<file path="config.mk">
export PLATFORM = sky130hd
export DESIGN_NAME = wheel_speed_spike_filter_top
export DESIGN_NICKNAME = d
export VERILOG_FILES = /design/src/design/wssf_pkg.sv /design/src/design/wssf_lane.sv /design/src/design/wssf_out_reg.sv /design/src/design/wheel_speed_spike_filter_top.sv
export SDC_FILE = /design/constraint.sdc
export NUM_CORES = 1
export LEC_CHECK = 0
export BUFFER_PORTS_ARGS = -buffer_cell sky130_fd_sc_hd__buf_2
export CAP_MARGIN = 20
export CORE_UTILIZATION = 31
export CTS_BUF_LIST = sky130_fd_sc_hd__clkbuf_4 sky130_fd_sc_hd__clkbuf_8 sky130_fd_sc_hd__clkbuf_16
export CTS_CLUSTER_SIZE = 28
export DETAILED_ROUTE_END_ITERATION = 10
export PLACE_DENSITY = 0.55
export SLEW_MARGIN = 20
export SYNTH_ARGS = -nofsm -noshare
export SYNTH_HDL_FRONTEND = slang
export SYNTH_SLANG_ARGS = --single-unit
</file>
<file path="constraint.sdc">
create_clock -name clk_i -period 9.3 [get_ports clk_i]
set_clock_uncertainty 0.15 [all_clocks]
set_input_delay 0.93 -clock clk_i [delete_from_list [all_inputs] [get_ports clk_i]]
set_output_delay 0.93 -clock clk_i [all_outputs]
set_load 0.02 [all_outputs]
</file>
<file path="src/design/wssf_pkg.sv">
package wssf_pkg;

  // Field widths
  localparam int ADDR_W  = 4;
  localparam int SPEED_W = 16;
  localparam int CNT_W   = 5;
  localparam int THR_W   = 15;
  localparam int MBC_W   = 4;
  localparam int CFG_W   = 15;
  localparam int CFG_IDX_W = 1;

  // Defaults
  localparam int NUM_ENTRIES_DEF = 16;
  localparam logic [THR_W-1:0] JUMP_THRESHOLD_RESET = 15'd100;
  localparam logic [MBC_W-1:0] MAX_BAD_COUNT_RESET  = 4'd3;
  localparam logic [CNT_W-1:0] COUNT_TOP            = 5'd31;

  // Configuration register indexes
  typedef enum logic [CFG_IDX_W-1:0] {
    REG_JUMP_THRESHOLD = 1'd0,
    REG_MAX_BAD_COUNT  = 1'd1
  } cfg_reg_e;

  typedef struct packed {
    logic [ADDR_W-1:0]         encoder_addr;
    logic signed [SPEED_W-1:0] driven_speed_in;
    logic signed [SPEED_W-1:0] idler_speed_in;
    logic signed [SPEED_W-1:0] speed_diff_in;
    logic signed [SPEED_W-1:0] slip_ratio_in;
  } in_item_t;

  typedef struct packed {
    logic [ADDR_W-1:0]         encoder_addr_out;
    logic signed [SPEED_W-1:0] driven_speed_out;
    logic signed [SPEED_W-1:0] idler_speed_out;
    logic                      driven_rejected;
    logic                      idler_rejected;
    logic signed [SPEED_W-1:0] speed_diff_out;
    logic signed [SPEED_W-1:0] slip_ratio_out;
  } out_item_t;

  typedef struct packed {
    logic [THR_W-1:0] jump_threshold;
    logic [MBC_W-1:0] max_bad_count;
  } cfg_t;

  // One stored entry of a lane
  typedef struct packed {
    logic signed [SPEED_W-1:0] speed;
    logic [CNT_W-1:0]          cnt;
  } entry_t;

  // What one lane found for the item in its compare stage
  typedef struct packed {
    logic signed [SPEED_W-1:0] speed;
    logic                      rejected;
  } lane_res_t;

endpackage

</file>
<file path="src/design/wssf_lane.sv">
module wssf_lane #(
  parameter int NUM_ENTRIES = wssf_pkg::NUM_ENTRIES_DEF
) (
  input  logic                                clk_i,
  input  logic                                rst_ni,
  input  wssf_pkg::cfg_t                      cfg_i,
  input  logic                                rd_en_i,
  input  logic [$clog2(NUM_ENTRIES)-1:0]      rd_idx_i,
  input  logic                                wr_en_i,
  input  logic [$clog2(NUM_ENTRIES)-1:0]      wr_idx_i,
  input  logic signed [wssf_pkg::SPEED_W-1:0] reading_i,
  output wssf_pkg::lane_res_t                 res_o
);
  import wssf_pkg::*;

  localparam int EXT_W = SPEED_W + 2;

  entry_t                 mem_q [NUM_ENTRIES];
  logic [NUM_ENTRIES-1:0] vld_q;
  entry_t                 rd_q;
  logic                   rd_vld_q;
  logic                   byp_q;
  entry_t                 byp_data_q;

  entry_t                 cur;
  entry_t                 wr_entry;
  logic signed [EXT_W-1:0] st_x, rd_x, thr_x, hi_x, lo_x;
  logic                   in_win;
  logic                   take;

  // Entry memory: read on item accept, written back from the compare stage
  always_ff @(posedge clk_i) begin
    if (wr_en_i) begin
      mem_q[wr_idx_i] <= wr_entry;
    end
    if (rd_en_i) begin
      rd_q       <= mem_q[rd_idx_i];
      byp_data_q <= wr_entry;
    end
  end

  // Valid bits and same-edge write bypass flag
  always_ff @(posedge clk_i or negedge rst_ni) begin
    if (!rst_ni) begin
      vld_q    <= '0;
      rd_vld_q <= 1'b0;
      byp_q    <= 1'b0;
    end else begin
      if (wr_en_i) begin
        vld_q[wr_idx_i] <= 1'b1;
      end
      if (rd_en_i) begin
        rd_vld_q <= vld_q[rd_idx_i];
        byp_q    <= wr_en_i && (wr_idx_i == rd_idx_i);
      end
    end
  end

  // Current entry: bypassed write, stored value, or zero if never written
  always_comb begin
    if (byp_q) begin
      cur = byp_data_q;
    end else if (rd_vld_q) begin
      cur = rd_q;
    end else begin
      cur = '0;
    end
  end

  // Open window compare and persistence decision
  always_comb begin
    st_x   = {{2{cur.speed[SPEED_W-1]}}, cur.speed};
    rd_x   = {{2{reading_i[SPEED_W-1]}}, reading_i};
    thr_x  = {{(EXT_W-THR_W){1'b0}}, cfg_i.jump_threshold};
    hi_x   = st_x + thr_x;
    lo_x   = st_x - thr_x;
    in_win = (rd_x < hi_x) && (rd_x > lo_x);
    take   = in_win || (cur.cnt > {1'b0, cfg_i.max_bad_count});

    if (take) begin
      wr_entry.speed = reading_i;
      wr_entry.cnt   = '0;
    end else begin
      wr_entry.speed = cur.speed;
      wr_entry.cnt   = (cur.cnt < COUNT_TOP) ? cur.cnt + CNT_W'(1) : cur.cnt;
    end

    res_o.speed    = wr_entry.speed;
    res_o.rejected = !take;
  end

endmodule

</file>
<file path="src/design/wssf_out_reg.sv">
module wssf_out_reg (
  input  logic                                clk_i,
  input  logic                                rst_ni,
  input  logic                                load_i,
  input  logic                                in_range_i,
  input  wssf_pkg::in_item_t                  item_i,
  input  wssf_pkg::lane_res_t                 driven_i,
  input  wssf_pkg::lane_res_t                 idler_i,
  input  logic                                out_stall_i,
  output logic                                ready_o,
  output logic                                out_valid_o,
  output wssf_pkg::out_item_t                 out_data_o
);
  import wssf_pkg::*;

  logic      vld_q;
  out_item_t data_q, data_d;

  assign ready_o     = !vld_q || !out_stall_i;
  assign out_valid_o = vld_q;
  assign out_data_o  = data_q;

  // Merge the two lanes with the pass-through fields
  always_comb begin
    data_d.encoder_addr_out = item_i.encoder_addr;
    data_d.speed_diff_out   = item_i.speed_diff_in;
    data_d.slip_ratio_out   = item_i.slip_ratio_in;
    if (in_range_i) begin
      data_d.driven_speed_out = driven_i.speed;
      data_d.idler_speed_out  = idler_i.speed;
      data_d.driven_rejected  = driven_i.rejected;
      data_d.idler_rejected   = idler_i.rejected;
    end else begin
      data_d.driven_speed_out = '0;
      data_d.idler_speed_out  = '0;
      data_d.driven_rejected  = 1'b1;
      data_d.idler_rejected   = 1'b1;
    end
  end

  always_ff @(posedge clk_i or negedge rst_ni) begin
    if (!rst_ni) begin
      vld_q <= 1'b0;
    end else if (ready_o) begin
      vld_q <= load_i;
    end
  end

  always_ff @(posedge clk_i) begin
    if (load_i && ready_o) begin
      data_q <= data_d;
    end
  end

endmodule

</file>
<file path="src/design/wheel_speed_spike_filter_top.sv">
// Channel  Direction  Handshake               Payload
// in       input      in_valid_i / in_stall_o in_data_i  (in_item_t)
// out      output     out_valid_o/ out_stall_i out_data_o (out_item_t)
// cfg      input      cfg_we_i                cfg_idx_i, cfg_data_i
//
// One item per cycle sustained while out_stall_i is low; an accepted item is
// registered in stage 1, then its result in the output register.
// Stage 1 reads the driven and idler entry memories, stage 2 compares in both
// lanes, writes back and loads the output register; a same-address write in
// the accept cycle is bypassed. Reset clears valid bits, so every entry reads
// as zero until written; no clearing pass. A stalled output holds stage 2 and
// stalls the input only when both stages are full.
module wheel_speed_spike_filter_top #(
  parameter int NUM_ENTRIES = wssf_pkg::NUM_ENTRIES_DEF
) (
  input  logic                              clk_i,
  input  logic                              rst_ni,
  input  logic                              cfg_we_i,
  input  logic [wssf_pkg::CFG_IDX_W-1:0]    cfg_idx_i,
  input  logic [wssf_pkg::CFG_W-1:0]        cfg_data_i,
  input  logic                              in_valid_i,
  output logic                              in_stall_o,
  input  wssf_pkg::in_item_t                in_data_i,
  output logic                              out_valid_o,
  input  logic                              out_stall_i,
  output wssf_pkg::out_item_t               out_data_o
);
  import wssf_pkg::*;

  localparam int IDX_W = $clog2(NUM_ENTRIES);
  localparam int MW    = (IDX_W > ADDR_W) ? IDX_W : ADDR_W;

  cfg_t      cfg_q;
  logic      s1_vld_q;
  in_item_t  s1_q;
  logic      ready;
  logic      advance;
  logic      accept;
  logic      s1_range;
  logic [MW-1:0]    in_addr_x, s1_addr_x;
  logic [IDX_W-1:0] rd_idx, wr_idx;
  lane_res_t driven_res, idler_res;

  // Configuration registers
  always_ff @(posedge clk_i or negedge rst_ni) begin
    if (!rst_ni) begin
      cfg_q.jump_threshold <= JUMP_THRESHOLD_RESET;
      cfg_q.max_bad_count  <= MAX_BAD_COUNT_RESET;
    end else if (cfg_we_i) begin
      unique case (cfg_reg_e'(cfg_idx_i))
        REG_JUMP_THRESHOLD: cfg_q.jump_threshold <= cfg_data_i[THR_W-1:0];
        REG_MAX_BAD_COUNT:  cfg_q.max_bad_count  <= cfg_data_i[MBC_W-1:0];
        default: ;
      endcase
    end
  end

  // Handshake and stage control
  assign advance    = s1_vld_q && ready;
  assign in_stall_o = s1_vld_q && !ready;
  assign accept     = in_valid_i && !in_stall_o;

  // Address to entry index
  assign in_addr_x = MW'(in_data_i.encoder_addr);
  assign s1_addr_x = MW'(s1_q.encoder_addr);
  assign rd_idx    = in_addr_x[IDX_W-1:0];
  assign wr_idx    = s1_addr_x[IDX_W-1:0];
  assign s1_range  = 32'(s1_q.encoder_addr) < 32'(NUM_ENTRIES);

  // Stage 1 item register
  always_ff @(posedge clk_i or negedge rst_ni) begin
    if (!rst_ni) begin
      s1_vld_q <= 1'b0;
    end else if (accept) begin
      s1_vld_q <= 1'b1;
    end else if (advance) begin
      s1_vld_q <= 1'b0;
    end
  end

  always_ff @(posedge clk_i) begin
    if (accept) begin
      s1_q <= in_data_i;
    end
  end

  // Driven and idler lanes
  wssf_lane #(
    .NUM_ENTRIES(NUM_ENTRIES)
  ) u_driven (
    .clk_i    (clk_i),
    .rst_ni   (rst_ni),
    .cfg_i    (cfg_q),
    .rd_en_i  (accept),
    .rd_idx_i (rd_idx),
    .wr_en_i  (advance && s1_range),
    .wr_idx_i (wr_idx),
    .reading_i(s1_q.driven_speed_in),
    .res_o    (driven_res)
  );

  wssf_lane #(
    .NUM_ENTRIES(NUM_ENTRIES)
  ) u_idler (
    .clk_i    (clk_i),
    .rst_ni   (rst_ni),
    .cfg_i    (cfg_q),
    .rd_en_i  (accept),
    .rd_idx_i (rd_idx),
    .wr_en_i  (advance && s1_range),
    .wr_idx_i (wr_idx),
    .reading_i(s1_q.idler_speed_in),
    .res_o    (idler_res)
  );

  // Merge and output register
  wssf_out_reg u_out (
    .clk_i      (clk_i),
    .rst_ni     (rst_ni),
    .load_i     (s1_vld_q),
    .in_range_i (s1_range),
    .item_i     (s1_q),
    .driven_i   (driven_res),
    .idler_i    (idler_res),
    .out_stall_i(out_stall_i),
    .ready_o    (ready),
    .out_valid_o(out_valid_o),
    .out_data_o (out_data_o)
  );

endmodule

</file>
==> impl_metrics.ini <==
[layout]
seqCellArea_um2 = 28300
layout-drive-gt1-share_pct = 28.0
diodes = 0
filler_cell_count = 11645
layout-area-overhead-vs-synth_pct = 16.1
finalNetCount = 2538
multi_input_area_um2 = 10800

[setup_path]
critPathMaxStageDelay_ps = 940
worst-r2r-cell-count = 23
cp.depth = 23
critPathBufInv = 4
timing.critical_path.cells = nor2b_1 > buf_4 > a22oi_1 > ha_1 > inv_1 > fa_1 > a21o_1 > a21oi_1 > o21ai_0 > a311oi_1 > o31ai_1 > a21oi_1 > nor2_1 > ha_1 > a31o_1 > a21oi_1 > o21ai_1 > a21oi_1 > or4b_1 > a31oi_4 > buf_8 > buf_16 > mux2i_2
worstReg2RegStart = u_idler.byp_q
setup_slack_of_the_worst_register_to_register_path_ps = 1980
worst_r2r_endpoint = u_idler.mem_q[11][5]
cp_max_fo = 31
worst-setup-path-type = reg -> reg
critPathTopFamily = compound AO/OA/AOI/OAI gates
critPathRequiredTime_ps = 9520
critical-path-slowest-cell = sky130_fd_sc_hd__dfrtp_2
path_common_cell = sky130_fd_sc_hd__a21oi_1
startpoint_type = register
critical_path_arrival_ps = 7540
endpoint_kind = register

[placement]
buffer_ports.inserted = 160
dp.final_hpwl_um = 59400
place_congestion = 0.883

[timing]
rsz0062_at_grt = false
timing.final.setup_violations = 0
post-route-period-util_pct = 78.7
fin_crit_ps = 7320
finalHoldViolations = 0
max_freq_mhz = 137
whs_ps = 259
max_slew_margin_pct = 22.1
worstMarginPinSlew_ps = 1170
finalSetupTns_ps = 0
drv_slew = 0

[clock_network]
worst_skew_pair.late_latency_ps = 690
clock_path_buffers = 3
clk_pin_slew_worst_paths_ps = 60
cts-resized-gates = 0
h-tree-depth = 3
clkSinkCount = 950
tritoncts_clock_tree = built
clock_buffers_created_by_tritoncts = 99
cts.repair_timing.setup_buffer_count = 0
hold_buffers = 0
ctsRootBufferMaster = sky130_fd_sc_hd__clkbuf_16

[run]
max_cap_violations = 0

[global_route]
first_global_vias = 21285
grt_first_pass_wirelength_um = 150000
grtUsageTotal_pct = 16.0
grt.overflow.total = 0
grt_antenna_before_repair = 2
maximum_number_of_pins_on_one_net_before_global_route_repair = 96

[min_path]
hold_end = s1_q[56]
timing.hold.worst.start = in_data_i[56]
hold_depth = 1
hold_class = in -> reg

[floorplanning]
floorplan.core_area_um2 = 126000
effective_utilization_at_floorplan_pct = 31.4
die-height_um = 360
floorplan_die_width_um = 360
row_count = 130
fp.dieArea_um2 = 129000
io_pins = 161

[yosys]
number_of_enable_type_register_cells_in_the_synthesized_netlist = 894
mappedNetlistArea_um2 = 39700
yosys_register_bits = 950
synthMostInstantiatedCell = sky130_fd_sc_hd__edfxtp_1
netlist-cell-type-count = 71
synth-seq-area-share_pct = 71.2
synthDominantAreaCellType = sky130_fd_sc_hd__edfxtp_1
asyncSetResetFlopFracSynth_pct = 5.89
portion_of_synthesized_cell_area_occupied_by_the_leading_cell_type_pct = 67.7
yosysWarningCount = 0
ys_top_cells_by_area = sky130_fd_sc_hd__edfxtp_1 68%, sky130_fd_sc_hd__mux4_2 12%, sky130_fd_sc_hd__ha_1 4.3%, sky130_fd_sc_hd__dfrtp_1 3.2%, sky130_fd_sc_hd__xnor2_1 1.2%
synth.net_count = 2314
synthesis.area_per_instance_um2 = 19.0
synthesis.instances = 2085
synth-main-ff-cell = sky130_fd_sc_hd__edfxtp_1
synth_common_cells = 894 x sky130_fd_sc_hd__edfxtp_1, 220 x sky130_fd_sc_hd__mux4_2, 136 x sky130_fd_sc_hd__ha_1

[drt]
drt-pass1-iter-count = 5
vias_per_cell = 5.09
drc_errors = 0
antenna_left = 0
route.final.wire_length_um = 104000
vias = 20593
routedWlPerCell_um = 25.7
drt_iter0_markers = 1904

[outcome]
outcome = complete, no violations

[pwr]
peakVddDrop_mv = 0.137
power_per_cell_area_nw_per_um2 = 271
leakage_nw = 15.8
metal layers:
metal / track usage [%] / part of all wire (%) / wire length [um]
met1: 22.2 / 44 / 46100
met5: 0 / 0 / 0
met4: 4.70 / 2.2 / 2270
met2: 25.6 / 48 / 49800
met3: 2.75 / 5.5 / 5740
flip-flops by register name, summed over array words and instances, names as in the netlist, 4 cells and up:
signal and flops:
cfg_q 19, s1_addr_x 4, s1_q 64, u_driven.byp_data_q 21, u_driven.mem_q 336, u_driven.rd_q 21, u_driven.vld_q 16, u_idler.byp_data_q 21
u_idler.mem_q 336, u_idler.rd_q 21, u_idler.vld_q 16, u_out.out_data_o 70
report_power, final:
part | internal, mW | switching [mW] | total (mW)
logic | 1.01 | 1.74 | 2.75
registers | 5.49 | 0.146 | 5.64
clock network | 2.44 | 1.65 | 4.09
total | 8.95 | 3.53 | 12.5
final cells by class:
type                    instances  share of cell area (%)
flip-flops and latches        950                    61.4
multi-input cells             973                    23.5
repair buffers                204                    2.60
clock inverters                56                    1.34
well taps                    1650                    4.48
inverters                      81                   0.712
clock buffers                 128                    5.97
worst max-delay path by stage:
stage / end / from / slack, ps
after floorplan: u_driven.byp_data_q[4] / u_idler.byp_q / 2500
after global placement: u_out.out_data_o[34] / u_idler.byp_q / 1950
after detailed placement: u_driven.mem_q[10][5] / u_idler.byp_q / 1850
after CTS: u_out.out_data_o[50] / u_idler.byp_q / 1790
after global routing: u_idler.mem_q[12][5] / u_idler.byp_q / 1390
final: u_idler.mem_q[11][5] / u_idler.byp_q / 1980
placed cells by master, fill, tap and decap left out, types with 6 or more instances in the layout:
cell type,n
sky130_fd_sc_hd__nor2_1,54
sky130_fd_sc_hd__mux2_4,10
sky130_fd_sc_hd__a21boi_0,6
sky130_fd_sc_hd__nand2_1,57
sky130_fd_sc_hd__or2_2,14
sky130_fd_sc_hd__clkbuf_16,101
sky130_fd_sc_hd__inv_1,69
sky130_fd_sc_hd__mux4_2,220
sky130_fd_sc_hd__a21o_1,11
sky130_fd_sc_hd__nand2b_1,39
sky130_fd_sc_hd__bufinv_16,13
sky130_fd_sc_hd__a21oi_1,62
sky130_fd_sc_hd__dfrtp_1,50
sky130_fd_sc_hd__clkbuf_4,24
sky130_fd_sc_hd__nor3_1,12
sky130_fd_sc_hd__clkinv_1,17
sky130_fd_sc_hd__a22o_1,34
sky130_fd_sc_hd__mux2_2,24
sky130_fd_sc_hd__nor4_1,6
sky130_fd_sc_hd__xnor2_1,56
sky130_fd_sc_hd__nor2b_1,14
sky130_fd_sc_hd__edfxtp_1,894
sky130_fd_sc_hd__o21bai_1,15
sky130_fd_sc_hd__buf_2,157
sky130_fd_sc_hd__buf_4,42
sky130_fd_sc_hd__nand4_1,12
sky130_fd_sc_hd__nand3_1,25
sky130_fd_sc_hd__a211oi_1,9
sky130_fd_sc_hd__ha_1,136
sky130_fd_sc_hd__o21ai_0,54
sky130_fd_sc_hd__clkinv_2,24
sky130_fd_sc_hd__o21a_1,8
cell families (layout without fill, tap and decap cells):
kind of cell	Yosys count	count (layout)	synth area share (%)
fa+ha+maj	140	140	4.49
flops	950	950	71.2
xor+xnor	59	59	1.30
mux	261	261	13.7
simple gates	263	263	3.37
compound gates	250	250	4.21
buf+inv	162	469	1.65
per-stage QoR:
step	area [um^2]	utilization [%]	std cells	setup WS, ps	power, mW
after floorplan	39700	-	2085	2500	7.52
after global placement	42600	33.7	3854	1950	8.35
after detailed placement	42600	33.8	3856	1850	8.47
after CTS	46000	36.4	4040	1790	12.6
after global routing	46000	36.5	4042	1390	13.0
final	46000	36.5	4042	1980	12.5
No activity file was read; power rests on OpenSTA's default activity.
